**src/rtl/core/utcc_pkg.sv**
```systemverilog
// Shared types, constants and calendar helper functions for the epoch
// seconds to Gregorian calendar converter. No dependencies.
`timescale 1ns / 1ps

package utcc_pkg;

	localparam int SEC_W  = 36;
	localparam int ACC_W  = 38;
	localparam int YEAR_W = 12;
	localparam int CNT_W  = 6;

	localparam logic [YEAR_W-1:0] YEAR_MAX    = 12'd4095;
	localparam logic [YEAR_W-1:0] EPOCH_RESET = 12'd1970;
	localparam logic [SEC_W-1:0]  SECONDS_MAX = 36'hF_FFFF_FFFF;

	localparam logic [ACC_W-1:0] SECS_DAY  = 38'd86400;
	localparam logic [ACC_W-1:0] SECS_HOUR = 38'd3600;
	localparam logic [ACC_W-1:0] SECS_MIN  = 38'd60;

	localparam logic [ACC_W-1:0] SECS_YEAR_366 = 38'd31622400;
	localparam logic [ACC_W-1:0] SECS_YEAR_365 = 38'd31536000;
	localparam logic [ACC_W-1:0] SECS_MON_31   = 38'd2678400;
	localparam logic [ACC_W-1:0] SECS_MON_30   = 38'd2592000;
	localparam logic [ACC_W-1:0] SECS_MON_29   = 38'd2505600;
	localparam logic [ACC_W-1:0] SECS_MON_28   = 38'd2419200;

	localparam int CENTURIES = 41;

	typedef struct packed {
		logic              action;
		logic [SEC_W-1:0]  seconds;
		logic [YEAR_W-1:0] year;
		logic [3:0]        month;
		logic [4:0]        day;
		logic [4:0]        hour;
		logic [5:0]        minute;
		logic [5:0]        second;
	} item_t;

	typedef struct packed {
		logic [SEC_W-1:0]  seconds;
		logic [YEAR_W-1:0] year;
		logic [3:0]        month;
		logic [4:0]        day;
		logic [4:0]        hour;
		logic [5:0]        minute;
		logic [5:0]        second;
		logic              out_of_range;
	} res_t;

	typedef struct packed {
		logic idle;
		logic done;
	} ctrl_stat_t;

	typedef struct packed {
		logic [ACC_W-1:0] sum;
		logic             ge;
	} alu_res_t;

	// True for every multiple of 100 that fits in a 12-bit year.
	function automatic logic is_century(input logic [YEAR_W-1:0] y);
		logic r;
		r = 1'b0;
		for (int k = 0; k < CENTURIES; k++) begin
			if (y == YEAR_W'(k * 100))
				r = 1'b1;
		end
		return r;
	endfunction

	// A century year that is also a multiple of 16 is a multiple of 400.
	function automatic logic is_leap(input logic [YEAR_W-1:0] y);
		return (y[1:0] == 2'b00) && (!is_century(y) || (y[3:0] == 4'b0000));
	endfunction

	function automatic logic [ACC_W-1:0] year_secs(input logic [YEAR_W-1:0] y);
		return is_leap(y) ? SECS_YEAR_366 : SECS_YEAR_365;
	endfunction

	// Month index 0 is January.
	function automatic logic [ACC_W-1:0] month_secs(input logic [3:0] m, input logic leap);
		logic [ACC_W-1:0] r;
		unique case (m)
			4'd1:                      r = leap ? SECS_MON_29 : SECS_MON_28;
			4'd3, 4'd5, 4'd8, 4'd10:   r = SECS_MON_30;
			default:                   r = SECS_MON_31;
		endcase
		return r;
	endfunction

endpackage

```
**src/rtl/core/utcc_alu.sv**
```systemverilog
// Shared 38-bit add/subtract unit with a no-borrow flag for compares.
// Depends on utcc_pkg.
`timescale 1ns / 1ps

module utcc_alu
	import utcc_pkg::*;
(
	input  logic [ACC_W-1:0] a,
	input  logic [ACC_W-1:0] b,
	input  logic             sub,
	output alu_res_t         res
);

	logic [ACC_W-1:0] b_eff;
	logic [ACC_W:0]   total;

	assign b_eff = sub ? ~b : b;
	assign total = {1'b0, a} + {1'b0, b_eff} + {{ACC_W{1'b0}}, sub};

	// On a subtraction the carry out is set when a >= b.
	assign res.sum = total[ACC_W-1:0];
	assign res.ge  = total[ACC_W];

endmodule

```
**src/rtl/core/utcc_ctrl.sv**
```systemverilog
// Sequencer and datapath registers that walk years, months, days, hours and
// minutes through the shared add/subtract unit. Depends on utcc_pkg, utcc_alu.
`timescale 1ns / 1ps

module utcc_ctrl
	import utcc_pkg::*;
(
	input  logic              clk,
	input  logic              arst_n,
	input  logic              start,
	input  item_t             item,
	input  logic [YEAR_W-1:0] epoch_base,
	input  logic              take,
	output ctrl_stat_t        stat,
	output res_t              res
);

	localparam logic [3:0] ST_IDLE     = 4'd0;
	localparam logic [3:0] ST_TS_YEAR  = 4'd1;
	localparam logic [3:0] ST_TS_MONTH = 4'd2;
	localparam logic [3:0] ST_TS_DAY   = 4'd3;
	localparam logic [3:0] ST_TS_HOUR  = 4'd4;
	localparam logic [3:0] ST_TS_MIN   = 4'd5;
	localparam logic [3:0] ST_TS_SEC   = 4'd6;
	localparam logic [3:0] ST_FS_YEAR  = 4'd7;
	localparam logic [3:0] ST_FS_MONTH = 4'd8;
	localparam logic [3:0] ST_FS_DAY   = 4'd9;
	localparam logic [3:0] ST_FS_HOUR  = 4'd10;
	localparam logic [3:0] ST_FS_MIN   = 4'd11;
	localparam logic [3:0] ST_DONE     = 4'd12;

	logic [3:0]        state_q, state_d;
	item_t             item_q;
	item_t             item_fold;
	logic [ACC_W-1:0]  acc_q;
	logic [YEAR_W-1:0] yr_q;
	logic [3:0]        mon_q;
	logic [CNT_W-1:0]  cnt_q;
	res_t              res_q;

	logic [ACC_W-1:0]  op_b;
	logic              op_sub;
	alu_res_t          alu;

	logic yr_more, mon_more, cnt_nz, fs_mon_stop, sat;

	utcc_alu u_alu (
		.a   (acc_q),
		.b   (op_b),
		.sub (op_sub),
		.res (alu)
	);

	assign yr_more     = yr_q < item_q.year;
	assign mon_more    = (mon_q + 4'd1) < item_q.month;
	assign cnt_nz      = cnt_q != '0;
	assign fs_mon_stop = (mon_q == 4'd11) || !alu.ge;
	assign sat         = alu.sum[ACC_W-1:SEC_W] != '0;

	// Out-of-range months and day zero are folded in here.
	always_comb begin
		item_fold = item;
		if (item.month == 4'd0)
			item_fold.month = 4'd1;
		else if (item.month > 4'd12)
			item_fold.month = 4'd12;
		if (item.day == 5'd0)
			item_fold.day = 5'd1;
	end

	always_comb begin
		op_b   = '0;
		op_sub = 1'b0;
		unique case (state_q)
			ST_TS_YEAR:  op_b = year_secs(yr_q);
			ST_TS_MONTH: op_b = month_secs(mon_q, is_leap(item_q.year));
			ST_TS_DAY:   op_b = SECS_DAY;
			ST_TS_HOUR:  op_b = SECS_HOUR;
			ST_TS_MIN:   op_b = SECS_MIN;
			ST_TS_SEC:   op_b = ACC_W'(item_q.second);
			ST_FS_YEAR: begin
				op_b   = year_secs(yr_q);
				op_sub = 1'b1;
			end
			ST_FS_MONTH: begin
				op_b   = month_secs(mon_q, is_leap(yr_q));
				op_sub = 1'b1;
			end
			ST_FS_DAY: begin
				op_b   = SECS_DAY;
				op_sub = 1'b1;
			end
			ST_FS_HOUR: begin
				op_b   = SECS_HOUR;
				op_sub = 1'b1;
			end
			ST_FS_MIN: begin
				op_b   = SECS_MIN;
				op_sub = 1'b1;
			end
			default: begin
				op_b   = '0;
				op_sub = 1'b0;
			end
		endcase
	end

	always_comb begin
		state_d = state_q;
		unique case (state_q)
			ST_IDLE:     if (start) state_d = item.action ? ST_FS_YEAR : ST_TS_YEAR;
			ST_TS_YEAR:  if (!yr_more) state_d = ST_TS_MONTH;
			ST_TS_MONTH: if (!mon_more) state_d = ST_TS_DAY;
			ST_TS_DAY:   if (!cnt_nz) state_d = ST_TS_HOUR;
			ST_TS_HOUR:  if (!cnt_nz) state_d = ST_TS_MIN;
			ST_TS_MIN:   if (!cnt_nz) state_d = ST_TS_SEC;
			ST_TS_SEC:   state_d = ST_DONE;
			ST_FS_YEAR: begin
				if (!alu.ge)
					state_d = ST_FS_MONTH;
				else if (yr_q == YEAR_MAX)
					state_d = ST_DONE;
			end
			ST_FS_MONTH: if (fs_mon_stop) state_d = ST_FS_DAY;
			ST_FS_DAY:   if (!alu.ge) state_d = ST_FS_HOUR;
			ST_FS_HOUR:  if (!alu.ge) state_d = ST_FS_MIN;
			ST_FS_MIN:   if (!alu.ge) state_d = ST_DONE;
			ST_DONE:     if (take) state_d = ST_IDLE;
			default:     state_d = ST_IDLE;
		endcase
	end

	always_ff @(posedge clk or negedge arst_n) begin
		if (!arst_n) begin
			state_q <= ST_IDLE;
		end else begin
			state_q <= state_d;
		end
	end

	always_ff @(posedge clk) begin
		unique case (state_q)
			ST_IDLE: begin
				if (start) begin
					item_q <= item_fold;
					acc_q  <= item.action ? ACC_W'(item.seconds) : '0;
					yr_q   <= epoch_base;
					mon_q  <= 4'd0;
					cnt_q  <= '0;
				end
			end
			ST_TS_YEAR: begin
				if (yr_more) begin
					acc_q <= alu.sum;
					yr_q  <= yr_q + 12'd1;
				end
			end
			ST_TS_MONTH: begin
				if (mon_more) begin
					acc_q <= alu.sum;
					mon_q <= mon_q + 4'd1;
				end else begin
					cnt_q <= CNT_W'(item_q.day - 5'd1);
				end
			end
			ST_TS_DAY: begin
				if (cnt_nz) begin
					acc_q <= alu.sum;
					cnt_q <= cnt_q - 6'd1;
				end else begin
					cnt_q <= CNT_W'(item_q.hour);
				end
			end
			ST_TS_HOUR: begin
				if (cnt_nz) begin
					acc_q <= alu.sum;
					cnt_q <= cnt_q - 6'd1;
				end else begin
					cnt_q <= item_q.minute;
				end
			end
			ST_TS_MIN: begin
				if (cnt_nz) begin
					acc_q <= alu.sum;
					cnt_q <= cnt_q - 6'd1;
				end
			end
			ST_TS_SEC: begin
				res_q.seconds      <= sat ? SECONDS_MAX : alu.sum[SEC_W-1:0];
				res_q.year         <= '0;
				res_q.month        <= '0;
				res_q.day          <= '0;
				res_q.hour         <= '0;
				res_q.minute       <= '0;
				res_q.second       <= '0;
				res_q.out_of_range <= sat;
			end
			ST_FS_YEAR: begin
				if (alu.ge) begin
					if (yr_q == YEAR_MAX) begin
						res_q.seconds      <= '0;
						res_q.year         <= YEAR_MAX;
						res_q.month        <= 4'd12;
						res_q.day          <= 5'd31;
						res_q.hour         <= 5'd23;
						res_q.minute       <= 6'd59;
						res_q.second       <= 6'd59;
						res_q.out_of_range <= 1'b1;
					end else begin
						acc_q <= alu.sum;
						yr_q  <= yr_q + 12'd1;
					end
				end
			end
			ST_FS_MONTH: begin
				if (fs_mon_stop) begin
					cnt_q <= '0;
				end else begin
					acc_q <= alu.sum;
					mon_q <= mon_q + 4'd1;
				end
			end
			ST_FS_DAY: begin
				if (alu.ge) begin
					acc_q <= alu.sum;
					cnt_q <= cnt_q + 6'd1;
				end else begin
					res_q.day <= 5'(cnt_q + 6'd1);
					cnt_q     <= '0;
				end
			end
			ST_FS_HOUR: begin
				if (alu.ge) begin
					acc_q <= alu.sum;
					cnt_q <= cnt_q + 6'd1;
				end else begin
					res_q.hour <= 5'(cnt_q);
					cnt_q      <= '0;
				end
			end
			ST_FS_MIN: begin
				if (alu.ge) begin
					acc_q <= alu.sum;
					cnt_q <= cnt_q + 6'd1;
				end else begin
					res_q.seconds      <= '0;
					res_q.year         <= yr_q;
					res_q.month        <= mon_q + 4'd1;
					res_q.minute       <= cnt_q;
					res_q.second       <= acc_q[5:0];
					res_q.out_of_range <= 1'b0;
				end
			end
			default: begin
			end
		endcase
	end

	assign stat.idle = state_q == ST_IDLE;
	assign stat.done = state_q == ST_DONE;
	assign res       = res_q;

endmodule

```
**src/rtl/core/unix_time_calendar_converter.sv**
```systemverilog
// Calendar to seconds adds whole years from the epoch year up to year_in, then months, days,
// hours, minutes and second_in; seconds to calendar subtracts years, months, days, hours and
// minutes in turn and keeps the remainder as second_out.
// One item at a time: every step goes through the single shared add/subtract unit.
// A new item is taken while the previous result waits in the output register.
// arst_n clears the control state and the output valid, and sets the epoch year to 1970.
`timescale 1ns / 1ps

module unix_time_calendar_converter
	import utcc_pkg::*;
(
	input  logic        clk,
	input  logic        arst_n,
	input  logic        cfg_valid,
	output logic        cfg_ready,
	input  logic [11:0] cfg_data,   // epoch year
	input  logic        s_tvalid,
	output logic        s_tready,
	// seconds_in[35:0], year_in[47:36], month_in[51:48], day_in[56:52],
	// hour_in[61:57], minute_in[67:62], second_in[73:68], zero fill [79:74]
	input  logic [79:0] s_tdata,
	input  logic        s_tuser,    // action
	output logic        m_tvalid,
	input  logic        m_tready,
	// seconds_out[35:0], year_out[47:36], month_out[51:48], day_out[56:52],
	// hour_out[61:57], minute_out[67:62], second_out[73:68], zero fill [79:74]
	output logic [79:0] m_tdata,
	output logic        m_tuser     // out_of_range
);

	logic [YEAR_W-1:0] epoch_q;
	item_t             item;
	ctrl_stat_t        stat;
	res_t              res;
	res_t              out_q;
	logic              out_valid_q;
	logic              load;

	assign cfg_ready = 1'b1;

	always_ff @(posedge clk or negedge arst_n) begin
		if (!arst_n) begin
			epoch_q <= EPOCH_RESET;
		end else if (cfg_valid) begin
			epoch_q <= cfg_data;
		end
	end

	assign item.action  = s_tuser;
	assign item.seconds = s_tdata[35:0];
	assign item.year    = s_tdata[47:36];
	assign item.month   = s_tdata[51:48];
	assign item.day     = s_tdata[56:52];
	assign item.hour    = s_tdata[61:57];
	assign item.minute  = s_tdata[67:62];
	assign item.second  = s_tdata[73:68];

	assign s_tready = stat.idle;

	// The finished result moves to the output register once that is free.
	assign load = stat.done && (!out_valid_q || m_tready);

	utcc_ctrl u_ctrl (
		.clk        (clk),
		.arst_n     (arst_n),
		.start      (s_tvalid && s_tready),
		.item       (item),
		.epoch_base (epoch_q),
		.take       (load),
		.stat       (stat),
		.res        (res)
	);

	always_ff @(posedge clk or negedge arst_n) begin
		if (!arst_n) begin
			out_valid_q <= 1'b0;
		end else if (load) begin
			out_valid_q <= 1'b1;
		end else if (m_tready) begin
			out_valid_q <= 1'b0;
		end
	end

	always_ff @(posedge clk) begin
		if (load)
			out_q <= res;
	end

	assign m_tvalid = out_valid_q;
	assign m_tdata  = {6'b0, out_q.second, out_q.minute, out_q.hour, out_q.day,
		out_q.month, out_q.year, out_q.seconds};
	assign m_tuser  = out_q.out_of_range;

endmodule

```
**config.mk**
```make
export PLATFORM = sky130hd
export DESIGN_NAME = unix_time_calendar_converter
export DESIGN_NICKNAME = d
export VERILOG_FILES = /design/src/rtl/core/utcc_pkg.sv /design/src/rtl/core/utcc_alu.sv /design/src/rtl/core/utcc_ctrl.sv /design/src/rtl/core/unix_time_calendar_converter.sv
export SDC_FILE = /design/constraint.sdc
export NUM_CORES = 1
export LEC_CHECK = 0
export CAP_MARGIN = 10
export CELL_PAD_IN_SITES_DETAIL_PLACEMENT = 2
export CELL_PAD_IN_SITES_GLOBAL_PLACEMENT = 2
export CORE_MARGIN = 1
export CORE_UTILIZATION = 38
export DETAILED_ROUTE_END_ITERATION = 12
export DONT_BUFFER_PORTS = 1
export PLACE_DENSITY = 0.75
export SKIP_LAST_GASP = 1
export SLEW_MARGIN = 25
export SYNTH_ARGS = -nofsm -noshare
export SYNTH_HDL_FRONTEND = slang
export SYNTH_SLANG_ARGS = --single-unit
```
**constraint.sdc**
```tcl
create_clock -name clk -period 6.6 [get_ports clk]
set_input_delay 1.32 -clock clk [delete_from_list [all_inputs] [get_ports clk]]
set_output_delay 1.32 -clock clk [all_outputs]
set_load 0.01 [all_outputs]
```
==> run summary <==
=================================================================================
Peak VDD IR                                                            0.000258 V
Multi-input gate area                                                 0.00627 mm²
DR WL met3                                                                2160 µm
Clock Tree Root                                                      sky130_fd_sc_hd__clkbuf_16
Cell accounting for the most synthesized area                        sky130_fd_sc_hd__edfxtp_1
First-pass GRT wire length                                               72400 µm
Number of detailed-routing iterations run before antenna repair                 5
Width of the chip                                                          199 µm
Core region area                                                       0.0378 mm²
Total Wirelength                                                         47900 µm
Post-Route Utilization                                                      43.9%
Std cell rows                                                                  71
Via total after detailed routing                                            11400
Max-slew headroom at the worst pin                                          33.9%
Starting Density                                                            38.9%
Maximum clock path buffer count                                                 3
Clock buffer count from CTS                                                    31
Crit path launch type                                                   flip-flop
Sequential element share of the synthesized area                            53.6%
Synth warnings                                                                  0
Input/output buffers                                                            0
Share of layout cells above drive strength 1                                11.4%
Via/cell ratio                                                               5.90
Storage cell area                                                     0.00788 mm²
Mean Syn Cell Area                                                       10.6 µm²
CTS HTree Levels                                                                1
Primary flip-flop cell chosen by synthesis mapping                   sky130_fd_sc_hd__edfxtp_1
Critical path data arrival time                                           6.38 ns
Hold Fails Final Rpt                                                            0
Cell area after synthesis                                              0.0147 mm²
Areal power density over the cells                                     645 mW/mm²
CTS clk-pin slew, worst paths                                             0.06 ns
Met2 layer wire length in the routed design                              21800 µm
Top routing layer used                                                       met5
Synth async-reset ratio                                                     6.42%
Synthesis-stage register bit count                                            265
Number of enable flip-flop cells after synthesis                              248
Leakage power                                                             6.00 nW
Area added between synthesis and finish                                     13.0%
Max-cap violations                                                              0
Routability Congestion                                                      0.879
Status                                                               finished, final reports clean
Total routed wire length on the met1 layer                               22800 µm
Maximum clock skew at final layout                                      0.0288 ns
Critical path fanouts, max                                                     38
Synth cell types                                                               93
Final slew viol count                                                           0
Maximum clock frequency                                                   164 MHz
Post-detailed-placement half-perimeter wirelength                        34200 µm
Total DRC errors in the routed layout                                           0
DRT iter0 DRCs                                                                694
Final total negative setup slack                                             0 ns
Die height                                                                 199 µm
Clock latency of the later-clocked register in the worst-skew pair        0.60 ns
Fin crit share                                                              92.4%
Least-Margin Pin Slew                                                    0.991 ns
Cells after Synth                                                            1387
All-Layer GR Usage                                                          24.0%
Antenna Violating Nets Remaining                                                0
Type of the most critical hold path                                  input pin to async pin
Worst Setup Path Type                                                flip-flop to flip-flop
Fin nets                                                                     1548
Endpoints failing setup                                                         0
CTS tree                                                                      yes
Total power of the final layout                                           10.7 mW
Sort of element at the end of the critical path                         flip-flop
Minimum clock period                                                      6.10 ns
Average routed wire per standard cell                                     24.8 µm
Initial antenna violation count                                                 3
Clock sink total                                                              265
Worst reg-to-reg path cell count                                               21
Hold bufs inserted after CTS                                                    0
Residual overflow from global routing                                           0
Share of the synthesized area in the top cell type                          50.6%
I/O Pins                                                                      182
Critical Path RT                                                          6.89 ns
Largest net degree at the start of global routing                              75
Number of global-route vias before repair                                   11800
Top post-synthesis cells by area                                     sky130_fd_sc_hd__edfxtp_1, sky130_fd_sc_hd__ha_1, sky130_fd_sc_hd__o21ai_0
Floorplan die area                                                     0.0395 mm²
Setup repair after global routing missed its margin                            no
Filler Cell Count                                                            3962
=================================================================================
-- worst paths after layout --
kind                                           from                       endpoint  slack [ns]
max reg2reg                u_ctrl.yr_q[5]$_DFFE_PP_     u_ctrl.acc_q[34]$_DFFE_PP_        0.50
min in group clk           u_ctrl.res[62]$_DFFE_PP_          m_tdata[23]$_DFFE_PP_        0.42
min reg2reg                u_ctrl.res[62]$_DFFE_PP_          m_tdata[23]$_DFFE_PP_        0.42
max in group asynchronous                    arst_n         epoch_q[1]$_DFFE_PN1P_        6.00
max                        u_ctrl.yr_q[5]$_DFFE_PP_     u_ctrl.acc_q[34]$_DFFE_PP_        0.50
min                                          arst_n  u_ctrl.state_q[2]$_DFFE_PN0P_        0.42
-- cells by family (layout without fill, tap and decap cells) --
| group | count (synthesis) | after routing | share of synthesized area [%] |
|---|---|---|---|
| simple gates | 436 | 436 | 14.8 |
| compound gates | 394 | 394 | 17.1 |
| flops | 265 | 265 | 53.6 |
| buf+inv | 152 | 173 | 4.36 |
| fa+ha+maj | 62 | 62 | 5.32 |
| xor+xnor | 60 | 60 | 3.57 |
| mux | 16 | 16 | 1.19 |
| other cells | 2 | 12 | 0.0511 |
-- timing repair --
item                       4_1_cts  5_1_grt
setup buffers                    0       10
hold endpoints to repair         0        0
gates resized for setup          0        8
setup endpoints to repair        0      156
-- metal layers --
layer  GRT usage, %  vias up
li1               -     5243
met1           34.4     5831
met2           37.4      250
met3           4.27       60
met4           5.87        2
met5              0        -
-- per-stage QoR --
| stage | hold WS (ns) | setup WS, ns | instances | area (µm²) |
|---|---|---|---|---|
| 2_1_floorplan | 0.400 | 0.361 | 1392 | 14700 |
| 3_3_place_gp | 0.405 | 0.346 | 1856 | 15400 |
| 3_5_place_dp | 0.405 | 0.237 | 1856 | 15400 |
| 4_1_cts | 0.380 | 0.160 | 1914 | 16500 |
| 5_1_grt | 0.388 | 0.0291 | 1926 | 16600 |
| 6_report | 0.415 | 0.504 | 1929 | 16600 |
-- power by group --
part           switching (mW)  internal (mW)  leakage [nW]
Combinational            3.74           1.97          2.95
Clock                   0.738           1.14         0.537
Sequential              0.380           2.75          2.52
-- placed cells by master (no fill, tap or decap), drive strengths merged, types with 9 or more instances in the layout --
cell	n
dfrtp	10
a31oi	21
inv	55
nor4	14
nand3	66
xnor2	27
clkinv	14
nand2	121
a21oi	70
edfxtp	248
mux2	12
o21ai	151
nand2b	13
buf	62
or3	9
a211oi	16
clkbuf	35
o211ai	11
o22ai	10
ha	61
xor2	33
and3	16
nor2	96
nor3	31
nand4	16
a21o	19
-- Yosys cell counts, drive strengths merged (19+ instances only) --
master,n
ha,61
nor2,96
a31oi,21
clkbuf,65
inv,52
nand3,66
edfxtp,248
xor2,33
a21o,19
nor3,31
buf,34
nand2,121
xnor2,27
o21ai,151
a21oi,70
-- critical path: stages (launching register included) --
cell and delay, ns:
sky130_fd_sc_hd__edfxtp_1 0.65, sky130_fd_sc_hd__buf_4 0.27, sky130_fd_sc_hd__or3b_1 0.41, sky130_fd_sc_hd__mux2i_1 0.26
sky130_fd_sc_hd__a31oi_1 0.15, sky130_fd_sc_hd__a211oi_1 0.25, sky130_fd_sc_hd__nand3b_1 0.10, sky130_fd_sc_hd__a31oi_1 0.20
sky130_fd_sc_hd__buf_4 0.25, sky130_fd_sc_hd__nand2b_1 0.18, sky130_fd_sc_hd__a21oi_1 0.08, sky130_fd_sc_hd__a31o_2 0.27
sky130_fd_sc_hd__ha_1 0.43, sky130_fd_sc_hd__nand4_1 0.18, sky130_fd_sc_hd__nor4_1 0.33, sky130_fd_sc_hd__a22o_1 0.21
sky130_fd_sc_hd__o22ai_1 0.14, sky130_fd_sc_hd__a31oi_4 0.26, sky130_fd_sc_hd__o21ai_0 0.15, sky130_fd_sc_hd__a221oi_1 0.42
sky130_fd_sc_hd__o2111a_1 0.30, sky130_fd_sc_hd__buf_12 0.25
-- sequential cells by signal, indices dropped and copies added, names as in the netlist, 4 cells and up --
| name | cells |
|---|---|
| u_ctrl.yr_q | 12 |
| m_tdata | 74 |
| u_ctrl.item_q | 38 |
| u_ctrl.res | 75 |
| u_ctrl.mon_q | 4 |
| u_ctrl.acc_q | 38 |
| u_ctrl.cnt_q | 6 |
| u_ctrl.state_q | 4 |
| epoch_q | 12 |
-- final cells by class --
| type | count | share of cell area (%) |
|---|---|---|
| Clock inverter | 23 | 1.89 |
| Tap cell | 511 | 3.85 |
| Multi-Input combinational cell | 975 | 37.7 |
| Antenna cell | 5 | 0.0753 |
| Clock buffer | 35 | 4.76 |
| Inverter | 53 | 1.20 |
| Sequential cell | 265 | 47.4 |
| Timing Repair Buffer | 62 | 3.10 |
Power figures use the tool's default switching activity.
